[src/rtl/lct_pkg.sv]
// ----------------------------------------------------------------------------
// lct_pkg: shared definitions for the lru tag table
// Command codes and reserved tag and counter values.
// ----------------------------------------------------------------------------
package lct_pkg;

  typedef logic [2:0] cmd_t;

  localparam cmd_t CMD_ALLOC   = 3'd0;
  localparam cmd_t CMD_FIND    = 3'd1;
  localparam cmd_t CMD_VICTIM  = 3'd2;
  localparam cmd_t CMD_DISCARD = 3'd3;
  localparam cmd_t CMD_SET_TAG = 3'd4;

  localparam logic [31:0] TAG_INVALID  = 32'hFFFF_FFFF;
  localparam logic [31:0] TAG_RESERVED = 32'hFFFF_FFFE;
  localparam logic [31:0] RENUMBER_AT  = 32'hFFFF_FFFE;
  localparam logic [31:0] TIME_MAX     = 32'hFFFF_FFFF;

endpackage

[src/rtl/lct_ram.sv]
// ----------------------------------------------------------------------------
// lct_ram: generic simple dual-port ram
// One write port, one read port, read data registered.
// ----------------------------------------------------------------------------
module lct_ram #(
  parameter int WIDTH = 32,
  parameter int DEPTH = 64,
  parameter int AW    = (DEPTH > 1) ? $clog2(DEPTH) : 1
) (
  input  logic             clk,
  input  logic             we,
  input  logic [AW-1:0]    waddr,
  input  logic [WIDTH-1:0] wdata,
  input  logic [AW-1:0]    raddr,
  output logic [WIDTH-1:0] rdata
);

  logic [WIDTH-1:0] mem [DEPTH];

  always_ff @(posedge clk) begin
    if (we) begin
      mem[waddr] <= wdata;
    end
    rdata <= mem[raddr];
  end

endmodule

[src/rtl/lru_cache_tag_table_core.sv]
// ----------------------------------------------------------------------------
// lru_cache_tag_table_core: two fully associative lru tag tables
// Tags and timestamps live in rams; searching commands scan a table entry by entry.
//
// A command beat is taken when start is high and busy is low. Each command
// gives one result beat: done is high for one cycle with status and
// hit_entry; the receiver cannot stall, so results are never held.
// Discard all, set tag and unused codes finish at the accepting edge, the
// result showing in the next cycle. Allocate, find and victim scan the
// table through the tag and time rams, one entry a cycle on the shared
// read port, and stop early on a hit. When the use counter has reached
// 0xfffffffe, allocate and find first renumber the timestamps in place by
// a pairwise compare on the time ram, one entry a cycle, ranking each
// entry against every other before the ranks are written back.
// The next command may be taken in the cycle that carries the result.
// Reset (synchronous) marks every tag invalid and every time zero through
// per-entry valid bits, clears the use counters and idles the block; it
// needs no clearing pass.
// ----------------------------------------------------------------------------
module lru_cache_tag_table_core #(
  parameter int LINK_ENTRIES = 16,
  parameter int DATA_ENTRIES = 32
) (
  input  logic        clk,
  input  logic        rst,
  input  logic        start,
  output logic        busy,
  input  logic [2:0]  cmd,
  input  logic        table_req,
  input  logic [31:0] tag,
  input  logic [4:0]  entry_index,
  output logic        done,
  output logic        status,
  output logic [4:0]  hit_entry
);

  localparam int TOTAL   = LINK_ENTRIES + DATA_ENTRIES;
  localparam int MAX_N   = (LINK_ENTRIES > DATA_ENTRIES) ? LINK_ENTRIES : DATA_ENTRIES;
  localparam int ADDR_W  = $clog2(TOTAL);
  localparam int CNT_W   = $clog2(MAX_N + 1);
  localparam int RANK_AW = (MAX_N > 1) ? $clog2(MAX_N) : 1;

  localparam logic [ADDR_W-1:0] LINK_BASE = ADDR_W'(LINK_ENTRIES);
  localparam logic [CNT_W-1:0]  LINK_N    = CNT_W'(LINK_ENTRIES);
  localparam logic [CNT_W-1:0]  DATA_N    = CNT_W'(DATA_ENTRIES);

  localparam logic [2:0] S_IDLE    = 3'd0;
  localparam logic [2:0] S_SCAN    = 3'd1;
  localparam logic [2:0] S_RN_LOAD = 3'd2;
  localparam logic [2:0] S_RN_HOLD = 3'd3;
  localparam logic [2:0] S_RN_CMP  = 3'd4;
  localparam logic [2:0] S_RN_WB   = 3'd5;

  logic [2:0]          state;
  lct_pkg::cmd_t       cmd_q;
  logic                t_q;
  logic [31:0]         tag_q;
  logic [CNT_W-1:0]    iss;
  logic                pend;
  logic [CNT_W-1:0]    pidx;
  logic [CNT_W-1:0]    ri;
  logic [31:0]         ti;
  logic [CNT_W-1:0]    rank_cnt;
  logic [31:0]         oldest;
  logic [CNT_W-1:0]    pick;
  logic                found;
  logic [ADDR_W-1:0]   raddr_q;
  logic [TOTAL-1:0]    tag_valid;
  logic [TOTAL-1:0]    time_valid;
  logic [31:0]         use_cnt [2];

  logic [ADDR_W-1:0]   base_in;
  logic [CNT_W-1:0]    n_in;
  logic [ADDR_W-1:0]   base_q;
  logic [CNT_W-1:0]    n_q;
  logic [CNT_W-1:0]    iss_lim;
  logic [ADDR_W-1:0]   raddr;
  logic [31:0]         tag_rdata;
  logic [31:0]         time_rdata;
  logic [31:0]         tag_eff;
  logic [31:0]         time_eff;
  logic [31:0]         cur_cnt;
  logic                accept;
  logic                set_in_range;

  logic                inv;
  logic                hit_now;
  logic                scan_end;
  logic                finish;
  logic                stamp_en;
  logic [CNT_W-1:0]    stamp_idx;
  logic                lt;
  logic [CNT_W-1:0]    rank_sum;
  logic                cmp_end;
  logic                wb_end;

  logic                tag_we;
  logic [ADDR_W-1:0]   tag_waddr;
  logic [31:0]         tag_wdata;
  logic                time_we;
  logic [ADDR_W-1:0]   time_waddr;
  logic [31:0]         time_wdata;
  logic                rank_we;
  logic [CNT_W-1:0]    rank_rdata;

  assign busy    = (state != S_IDLE);
  assign accept  = start && !busy;
  assign base_in = table_req ? LINK_BASE : '0;
  assign n_in    = table_req ? DATA_N : LINK_N;
  assign base_q  = t_q ? LINK_BASE : '0;
  assign n_q     = t_q ? DATA_N : LINK_N;
  assign iss_lim = (iss < n_q) ? iss : '0;
  assign cur_cnt = use_cnt[t_q];

  assign set_in_range = ({{CNT_W{1'b0}}, entry_index} < {5'b0, n_in});

  always_comb begin
    if (state == S_RN_LOAD) begin
      raddr = base_q + ADDR_W'(ri);
    end else begin
      raddr = base_q + ADDR_W'(iss_lim);
    end
  end

  assign tag_eff  = tag_valid[raddr_q] ? tag_rdata : lct_pkg::TAG_INVALID;
  assign time_eff = time_valid[raddr_q] ? time_rdata : 32'd0;

  // scan decisions
  assign inv     = (tag_eff == lct_pkg::TAG_INVALID);
  assign hit_now = (state == S_SCAN) && pend &&
                   (((cmd_q == lct_pkg::CMD_ALLOC) && inv) ||
                    ((cmd_q == lct_pkg::CMD_FIND) && (tag_eff == tag_q)) ||
                    ((cmd_q == lct_pkg::CMD_VICTIM) && inv));
  assign scan_end  = !pend && (iss == n_q);
  assign finish    = (state == S_SCAN) && (hit_now || scan_end);
  assign stamp_en  = finish && (hit_now || ((cmd_q == lct_pkg::CMD_VICTIM) && found));
  assign stamp_idx = hit_now ? pidx : pick;

  // renumber decisions
  assign lt       = pend && ((time_eff < ti) || ((time_eff == ti) && (pidx < ri)));
  assign rank_sum = rank_cnt + CNT_W'(lt);
  assign cmp_end  = !pend && (iss == n_q);
  assign wb_end   = !pend && (iss == n_q);
  assign rank_we  = (state == S_RN_CMP) && cmp_end;

  always_comb begin
    tag_we    = 1'b0;
    tag_waddr = base_q + ADDR_W'(stamp_idx);
    tag_wdata = lct_pkg::TAG_RESERVED;
    if (accept && (cmd == lct_pkg::CMD_SET_TAG) && set_in_range) begin
      tag_we    = 1'b1;
      tag_waddr = base_in + ADDR_W'(entry_index);
      tag_wdata = tag;
    end else if (stamp_en && (cmd_q == lct_pkg::CMD_ALLOC)) begin
      tag_we    = 1'b1;
    end
  end

  always_comb begin
    time_we    = 1'b0;
    time_waddr = base_q + ADDR_W'(stamp_idx);
    time_wdata = cur_cnt;
    if (stamp_en) begin
      time_we    = 1'b1;
    end else if ((state == S_RN_WB) && pend) begin
      time_we    = 1'b1;
      time_waddr = base_q + ADDR_W'(pidx);
      time_wdata = 32'(rank_rdata);
    end
  end

  lct_ram #(.WIDTH(32), .DEPTH(TOTAL)) u_tag_ram (
    .clk   (clk),
    .we    (tag_we),
    .waddr (tag_waddr),
    .wdata (tag_wdata),
    .raddr (raddr),
    .rdata (tag_rdata)
  );

  lct_ram #(.WIDTH(32), .DEPTH(TOTAL)) u_time_ram (
    .clk   (clk),
    .we    (time_we),
    .waddr (time_waddr),
    .wdata (time_wdata),
    .raddr (raddr),
    .rdata (time_rdata)
  );

  lct_ram #(.WIDTH(CNT_W), .DEPTH(MAX_N)) u_rank_ram (
    .clk   (clk),
    .we    (rank_we),
    .waddr (ri[RANK_AW-1:0]),
    .wdata (rank_cnt),
    .raddr (iss_lim[RANK_AW-1:0]),
    .rdata (rank_rdata)
  );

  always_ff @(posedge clk) begin
    raddr_q <= raddr;
    if (rst) begin
      state      <= S_IDLE;
      done       <= 1'b0;
      pend       <= 1'b0;
      tag_valid  <= '0;
      time_valid <= '0;
      use_cnt[0] <= 32'd0;
      use_cnt[1] <= 32'd0;
    end else begin
      done <= 1'b0;
      if (tag_we) begin
        tag_valid[tag_waddr] <= 1'b1;
      end
      if (time_we) begin
        time_valid[time_waddr] <= 1'b1;
      end
      case (state)
        S_IDLE: begin
          if (start) begin
            cmd_q  <= cmd;
            t_q    <= table_req;
            tag_q  <= tag;
            iss    <= '0;
            pend   <= 1'b0;
            ri     <= '0;
            found  <= 1'b0;
            oldest <= lct_pkg::TIME_MAX;
            case (cmd)
              lct_pkg::CMD_ALLOC, lct_pkg::CMD_FIND: begin
                if (use_cnt[table_req] >= lct_pkg::RENUMBER_AT) begin
                  state <= S_RN_LOAD;
                end else begin
                  state <= S_SCAN;
                end
              end
              lct_pkg::CMD_VICTIM: begin
                state <= S_SCAN;
              end
              lct_pkg::CMD_DISCARD: begin
                for (int k = 0; k < TOTAL; k++) begin
                  if (table_req ? (k >= LINK_ENTRIES) : (k < LINK_ENTRIES)) begin
                    tag_valid[k] <= 1'b0;
                  end
                end
                use_cnt[table_req] <= 32'd0;
                done      <= 1'b1;
                status    <= 1'b0;
                hit_entry <= 5'd0;
              end
              lct_pkg::CMD_SET_TAG: begin
                done      <= 1'b1;
                status    <= !set_in_range;
                hit_entry <= entry_index;
              end
              default: begin
                done      <= 1'b1;
                status    <= 1'b1;
                hit_entry <= 5'd0;
              end
            endcase
          end
        end
        S_SCAN: begin
          if (iss < n_q) begin
            iss <= iss + CNT_W'(1);
          end
          pend <= (iss < n_q);
          pidx <= iss;
          if (pend && (cmd_q == lct_pkg::CMD_VICTIM) && !inv && (time_eff < oldest)) begin
            oldest <= time_eff;
            pick   <= pidx;
            found  <= 1'b1;
          end
          if (finish) begin
            state     <= S_IDLE;
            done      <= 1'b1;
            status    <= !stamp_en;
            hit_entry <= stamp_en ? 5'(stamp_idx) : 5'd0;
            if (stamp_en) begin
              use_cnt[t_q] <= cur_cnt + 32'd1;
            end
          end
        end
        S_RN_LOAD: begin
          state <= S_RN_HOLD;
        end
        S_RN_HOLD: begin
          ti       <= time_eff;
          iss      <= '0;
          pend     <= 1'b0;
          rank_cnt <= '0;
          state    <= S_RN_CMP;
        end
        S_RN_CMP: begin
          if (iss < n_q) begin
            iss <= iss + CNT_W'(1);
          end
          pend     <= (iss < n_q);
          pidx     <= iss;
          rank_cnt <= rank_sum;
          if (cmp_end) begin
            ri <= ri + CNT_W'(1);
            if ((ri + CNT_W'(1)) == n_q) begin
              iss   <= '0;
              pend  <= 1'b0;
              state <= S_RN_WB;
            end else begin
              state <= S_RN_LOAD;
            end
          end
        end
        S_RN_WB: begin
          if (iss < n_q) begin
            iss <= iss + CNT_W'(1);
          end
          pend <= (iss < n_q);
          pidx <= iss;
          if (wb_end) begin
            use_cnt[t_q] <= 32'(n_q);
            iss   <= '0;
            pend  <= 1'b0;
            state <= S_SCAN;
          end
        end
        default: begin
          state <= S_IDLE;
        end
      endcase
    end
  end

  // assertions
  a_idle_hold: assert property (@(posedge clk) disable iff (rst)
    (!busy && !start) |=> !busy)
    else $error("block left idle without a command beat");

  a_scan_bound: assert property (@(posedge clk) disable iff (rst)
    (state == S_SCAN || state == S_RN_CMP || state == S_RN_WB) |-> (iss <= n_q))
    else $error("scan index ran past the table");

  a_rank_range: assert property (@(posedge clk) disable iff (rst)
    rank_we |-> (rank_cnt < n_q))
    else $error("rank out of range");

  a_renumber_cnt: assert property (@(posedge clk) disable iff (rst)
    (state == S_SCAN && $past(state) == S_RN_WB) |-> (use_cnt[t_q] == 32'(n_q)))
    else $error("use counter not reloaded after renumbering");

endmodule

[config.mk]
export PLATFORM = sky130hd
export DESIGN_NAME = lru_cache_tag_table_core
export DESIGN_NICKNAME = d
export VERILOG_FILES = /design/src/rtl/lct_pkg.sv /design/src/rtl/lct_ram.sv /design/src/rtl/lru_cache_tag_table_core.sv
export SDC_FILE = /design/constraint.sdc
export NUM_CORES = 2
export LEC_CHECK = 0
export BUFFER_PORTS_ARGS = -buffer_cell sky130_fd_sc_hd__buf_2
export CAP_MARGIN = 10
export CORE_MARGIN = 1.5
export CORE_UTILIZATION = 30
export CTS_BUF_LIST = sky130_fd_sc_hd__clkbuf_16
export DETAILED_ROUTE_END_ITERATION = 8
export PLACE_DENSITY = 0.53
export SKIP_CTS_REPAIR_TIMING = 1
export SLEW_MARGIN = 0
export SYNTH_ARGS = -nofsm -noshare
export SYNTH_HDL_FRONTEND = slang
export SYNTH_SLANG_ARGS = --single-unit
[constraint.sdc]
create_clock -name clk -period 13.7 [get_ports clk]
set_clock_uncertainty 0.05 [all_clocks]
set_input_delay 0.685 -clock clk [delete_from_list [all_inputs] [get_ports clk]]
set_output_delay 0.685 -clock clk [all_outputs]
set_load 0.05 [all_outputs]
Word-level counts from Yosys, hierarchy flattened
Memory sizes are Yosys's and may differ from the RTL's. A register that Yosys moved wholly into a read port is not among the register bits.
Cells that the tools add are included.
{ "totals": {"register_bits": 244, "ramBits": 3328, "in_bits": 44, "mem_count": 4} }
{ "classes": {"addsub": 9, "n_lt_le_gt_ge": 11, "eq_ne": 23, "mux": 150, "bitwise_logic": 4, "n_reduce_logical": 56} }
{ "mem_list": {"columns": ["name", "words", "width", "rd", "rd_clocked_by_memory_dff", "write_ports", "line_no", "source"], "rows": [
  ["u_tag_ram.mem", 48, 32, 1, 1, 1, "lct_ram.sv:18", "logic [WIDTH-1:0] mem [DEPTH];"],
  ["u_time_ram.mem", 48, 32, 1, 1, 1, "lct_ram.sv:18", null],
  ["u_rank_ram.mem", 32, 6, 1, 1, 1, "lct_ram.sv:18", null],
  ["use_cnt", 2, 32, 2, 1, 2, "lru_cache_tag_table_core.sv:70", "logic [31:0] use_cnt [2];"]
]} }
{ "ops": {"columns": ["op", "count"], "rows": [
  ["2-to-1 mux 32 bit", 10],
  ["2-to-1 mux 48 bit", 4],
  ["OR 48 bit", 2],
  ["2-to-1 mux 1 bit", 94],
  ["2-to-1 mux 6 bit", 14],
  ["== test 32 bit", 2],
  ["less-than comparator 32 bit", 2],
  ["case mux 32 bit (2 select lines)", 1],
  ["OR reduction 32 bit", 2],
  ["adder 32 x 1 -> 32 bit, second input constant", 1],
  ["== test 32 bit, second input constant", 1],
  ["greater-or-equal comparator 32 bit, second input constant", 1],
  ["case mux 6 bit (5 select lines)", 1],
  ["2-to-1 mux 5 bit", 5],
  ["adder 5 x 6 -> 6 bit", 4],
  ["case mux 6 bit (2 select lines)", 2],
  ["logical AND 1 bit", 22],
  ["less-than comparator 6 x 7 -> 1 bit, second input constant", 3],
  ["case mux 5 bit (2 select lines)", 2],
  ["case mux 3 bit (6 select lines)", 1],
  ["== test 3 x 2 -> 1 bit, second input constant", 5],
  ["2-to-1 mux 3 bit", 5],
  ["adder 6 x 1 -> 6 bit, second input constant", 2],
  ["binary-select mux 1 bit (select 6 bit)", 2],
  ["other kinds (31)", 65]
]} }

Logic depth before layout (Yosys ltp)
{ "logic_depth": {"word_depth": 21, "ltp_mapped": 27} }

Cells and area by module
From an unflattened synthesis, not the netlist that was laid out.
{ "hier_totals": {"cells_unflattened": 7820, "area_unflattened_um2": 145144.2} }
{ "by_module_without_submodules": {"columns": ["module", "n_inst", "cells_each", "area_per_inst_um2"], "rows": [
  ["lct_ram (u_tag_ram ...)", 2, 2909, 60142.7],
  ["lru_cache_tag_table_core", 1, 1679, 17269.1],
  ["lct_ram (u_rank_ram)", 1, 323, 7589.8]
]} }

Least setup slack after synthesis
OpenSTA, ideal clock, no wires.
{ "synth_timing": {"kind": "reg2reg", "from": "register raddr_q[0]", "to": "register found, enable pin", "setup_ns": 0.506, "arrival_ns": 7.683, "required_time_ns": 13.144, "setup_slack_ns": 5.461, "stages_incl_launch_ff": 22, "synth_period_minus_slack_ns": 8.239, "path_cell_list": "dfxtp_1 -> buf_4 -> buf_1 -> mux4_2 -> mux4_2 -> mux2i_1 -> o21ai_0 -> clkbuf_1 -> and2_1 -> ha_1 -> a21o_1 -> a21o_1 -> a21o_1 -> a21o_1 -> a21o_1 -> a21oi_1 -> nor2b_1 -> o21ai_0 -> o2111ai_1 -> nor2_1 -> a31oi_1 -> nor4_1"} }
{ "synth_via": {"word_cells_on_any_way": 13, "classes_between": "order compare: 1; eq/ne: 2; mux: 6; reduce/logical: 4"} }
{ "synth_rtl": {"columns": ["item", "line_no", "source"], "rows": [
  ["from (decl)", "lru_cache_tag_table_core.sv:67", "logic [ADDR_W-1:0] raddr_q;"],
  ["from (signal assigned)", "lru_cache_tag_table_core.sv:200", "raddr_q <= raddr;"],
  ["binary-select mux 1 bit (select 6 bit)", "lru_cache_tag_table_core.sv:126", "assign time_eff = time_valid[raddr_q] ? time_rdata : 32'd0;"],
  ["2-to-1 mux 1 bit (implied by the code)", "lru_cache_tag_table_core.sv:126", null],
  ["2-to-1 mux 32 bit", "lru_cache_tag_table_core.sv:126", null],
  ["net time_eff[9]", "lru_cache_tag_table_core.sv:81", "logic [31:0] time_eff;"],
  ["less-than comparator 32 bit", "lru_cache_tag_table_core.sv:269", "if (pend && (cmd_q == lct_pkg::CMD_VICTIM) && !inv && (time_eff < oldest)) begin"],
  ["logical AND 1 bit", "lru_cache_tag_table_core.sv:269", null],
  ["inequality test 2 x 1 -> 1 bit (no source line)", null, null],
  ["AND reduction 4 bit (no source line)", null, null],
  ["to (signal assigned)", "lru_cache_tag_table_core.sv:226", "found <= 1'b0;"],
  ["to (signal assigned)", "lru_cache_tag_table_core.sv:272", "found <= 1'b1;"],
  ["to (decl)", "lru_cache_tag_table_core.sv:66", "logic found;"]
]} }
The timed path passes the listed nets, and every way through them passes these cells. The select of a mux whose other input is x is not followed.
A chain may end at the register's enable or synchronous reset.

Final worst setup path
{ "layout_timing": {"from": "register raddr_q[1]", "to": "memory u_tag_ram.mem[47][20], enable pin"} }
{ "layout_via": {"elab_chain_len": 16, "word_cells_on_any_way": 23, "classes_between": "add/sub: 1; eq/ne: 2; mux: 9; reduce/logical: 11"} }
{ "layout_lines": {"columns": ["item", "line_no", "source"], "rows": [
  ["binary-select mux 1 bit (select 6 bit) (*)", "lru_cache_tag_table_core.sv:125", "assign tag_eff = tag_valid[raddr_q] ? tag_rdata : lct_pkg::TAG_INVALID;"],
  ["2-to-1 mux 1 bit (implied by the code) (*)", "lru_cache_tag_table_core.sv:125", null],
  ["2-to-1 mux 32 bit (*)", "lru_cache_tag_table_core.sv:125", null],
  ["== test 32 bit, on equally long branches", "lru_cache_tag_table_core.sv:129, lru_cache_tag_table_core.sv:132", null],
  ["logical AND 1 bit, on equally long branches", "lru_cache_tag_table_core.sv:131, lru_cache_tag_table_core.sv:132", null],
  ["logical OR 1 bit", "lru_cache_tag_table_core.sv:131", "(((cmd_q == lct_pkg::CMD_ALLOC) && inv) ||"],
  ["logical OR 1 bit (*)", "lru_cache_tag_table_core.sv:132", "((cmd_q == lct_pkg::CMD_FIND) && (tag_eff == tag_q)) ||"],
  ["logical AND 1 bit (*)", "lru_cache_tag_table_core.sv:130", "assign hit_now = (state == S_SCAN) && pend &&"],
  ["parallel branches: the longest is 8 deep, another holds adder 5 x 6 -> 6 bit", null, null],
  ["to (decl)", "lct_ram.sv:18", null]
]} }
Every way passes the cells marked *. The select of a mux whose other input is x is not followed.

==> reports/summary.txt <==
status = complete, no violations
most frequent cells in the layout = 3,465 x edfxtp_1, 3,313 x nand2_1, 1,623 x nand3_1
antenna violations before repair = 20
FILL cells = 47,800
CP required = 14.18 ns
CP Class = flop to flop
synthesized net count = 11,800
Sink Count = 3,643
number of synthesized flops with an enable pin = 3,465
Total Wirelength = 437,000 um
Clock transition at path regs = 0.06 ns
share of post-route cells with drive strength above 1 = 9.35%
Post-Synth Adder-Cell Area = 0.720%
Worst-Skew Late Latency = 0.97 ns
multi-input logic area = 0.0376 mm2
post-route setup TNS = 0 ns
HP Class = input pin to flop
Mapped Cells = 11,600
post-route cell area = 0.169 mm2
max cap viols = 0
CP startpoint kind = flop
VDD IR max = 0.000105 V
Crit path arrival time = 8.38 ns
Mapped Area = 0.148 mm2
Cell variety after synth = 84
Vias/cell = 5.10
die footprint = 0.496 mm2
drt initial violations = 10,000
fraction of registers with async set/reset = 0%
XOR/XNOR Fraction of Synth Area = 0.297%
largest net degree at the start of global routing = 157
flops & latches, synth = 3,643
DRC viols = 0
Simple-Gate Fraction of Synth Area = 17.2%
min cycle time layout = 7.90 ns
final layout net count = 11,700
Buffers on Ports = 51
depth of the CTS H-tree = 5
Final Max Slew Viols = 0
largest family of logic cells by synthesized area = simple AND/OR/NAND/NOR gates
dominant synthesized flop cell = edfxtp_1
Worst Max-Slew Pin Slew = 1.32 ns
Die Y = 705 um
crit path capture type = flop
post-synthesis compound-gate area fraction = 5.07%
CTS tree = yes
io pins = 52
Cells after DPL = 17,700
Sequential Area = 0.108 mm2
vias in the first global route = 88,700
Final Hold Fails = 0
Area Overhead vs Synth = 14.2%
total number of vias = 93,900
commonest non-fill, non-tap cell in the layout = edfxtp_1
power density over the cells = 141 mW/mm2
first-pass GRT wire length = 632,000 um
worst rel slew slack = 11.1%
gpl congestion = 0.853
Max Freq = 127 MHz
All-Layer GR Usage = 16.9%
Die Wd = 705 um
mux contribution to synthesized area = 1.42%
Post-Layout Cell Count = 18,400
# rows = 257
post-synthesis sequential area ratio = 72.9%
yosys warns = 0
root buf cell = clkbuf_16
total CTS buffers = 368
DRT antenna net count = 0
final global-route overflow total = 0
placed inst area = 0.157 mm2
initial core utilization = 30.1%
clk buf depth = 4
Final HPWL DP = 243,000 um
RSZ-0062 raised after global routing = false
Power, Total = 0.0238 W
total core area = 0.490 mm2
fin crit share = 57.7%
DRT Pass-1 Iters = 6
Routed wire per std cell = 23.8 um
Post-Syn Area per Cell = 12.7 um2
Crit Path Max Fanout = 32
Leak = 58.2 nW
final setup violation count = 0
path summary, 6_finish.rpt:
kind	startpoint	end	slack, ns	depth (start not counted)
max	raddr_q[1]	u_tag_ram.mem[47][20]	5.80	19
min	tag[11]	tag_q[11]	0.06	1
min reg2reg	tag_valid[17]	tag_valid[17]	0.40	2
max reg2reg	raddr_q[1]	u_tag_ram.mem[47][20]	5.80	19
through the flow:
stage	hold WS [ns]	setup WS (ns)	utilization (%)
2_1_floorplan	0.370	5.46	-
3_3_place_gp	0.382	5.96	31.9
3_5_place_dp	0.391	6.02	31.9
4_1_cts	-0.137	5.93	34.3
5_1_grt	0.00413	5.52	34.4
6_report	0.0582	5.80	34.4
registers in the layout (all words and copies together), names as in the netlist, 48 cells and up, named ones only:
signal and flops:
u_rank_ram.mem 192, use_cnt 64, u_tag_ram.mem 1536, u_time_ram.mem 1536, tag_valid 48, time_valid 48
cell families (layout without fill, tap and decap cells):
family                     count (synthesis)  after routing
AOI/OAI and AO/OA                       1019           1019
and+or+nand+nor                         5809           5809
DFF                                     3643           3643
muxes                                    115            115
xor gates and xnor gates                  50             50
other                                      0             22
adders and majority gates                 85             85
buffers and inverters                    928           1178
critical path, stage by stage (launching register included):
cell	delay, ns
dfxtp_1	0.75
buf_4	0.36
mux4_2	0.53
mux2i_1	0.20
a22o_1	0.27
nand2b_1	0.36
nand3_1	0.13
a31o_2	0.26
a2111o_1	0.47
nor4_4	0.65
nor2_2	0.06
buf_4	0.23
mux2_2	0.31
ha_1	0.27
nor2b_1	0.21
o21ai_0	0.15
and2_1	0.25
and3_1	0.26
o31ai_2	0.61
and3_2	1.02
report_power, final:
part           internal [W]  leakage, nW  switching [W]
Combinational      0.000372         15.8        0.00121
Clock               0.00558         6.03        0.00431
Sequential           0.0122         36.4      0.0000988
Total                0.0182         58.2        0.00562
cells in the mapped netlist, drive strengths merged (13+ instances only):
cell type | count | area (um2)
a31oi | 140 | 876
a21oi | 121 | 606
inv | 138 | 518
buf | 112 | 479
a21o | 21 | 158
nor3 | 66 | 330
nor2 | 250 | 948
mux2i | 37 | 390
nand3 | 1623 | 8120
nand2b | 96 | 601
edfxtp | 3465 | 104000
a311oi | 450 | 3940
nor2b | 65 | 407
clkbuf | 676 | 2540
nor4 | 23 | 165
nand2 | 3313 | 12400
and2 | 47 | 294
dfxtp | 178 | 3560
and3 | 211 | 1320
mux4 | 73 | 1640
a32o | 17 | 170
or3 | 13 | 81.3
o22ai | 51 | 332
ha | 85 | 1060
nand4 | 51 | 319
xor2 | 22 | 193
xnor2 | 28 | 245
o21ai | 143 | 716
metal layers:
layer  wire length [um]  global-route usage [%]  part of all wire [%]
met5                 23                       0                0.0053
met4              14300                    5.31                   3.3
met3              26800                    2.02                   6.1
met2             204000                    27.0                    47
met1             193000                    24.0                    44
layout make-up:
type                            count  area share, %
Timing Repair Buffer              364           1.79
Antenna cell                       22         0.0327
Sequential cell                  3643           63.8
Inverter                          140          0.325
Tap cell                         6475           4.81
Multi-Input combinational cell   7078           22.3
Clock inverter                    293           1.24
Clock buffer                      381           5.66
Note: power is estimated with default switching activity, not from simulation.
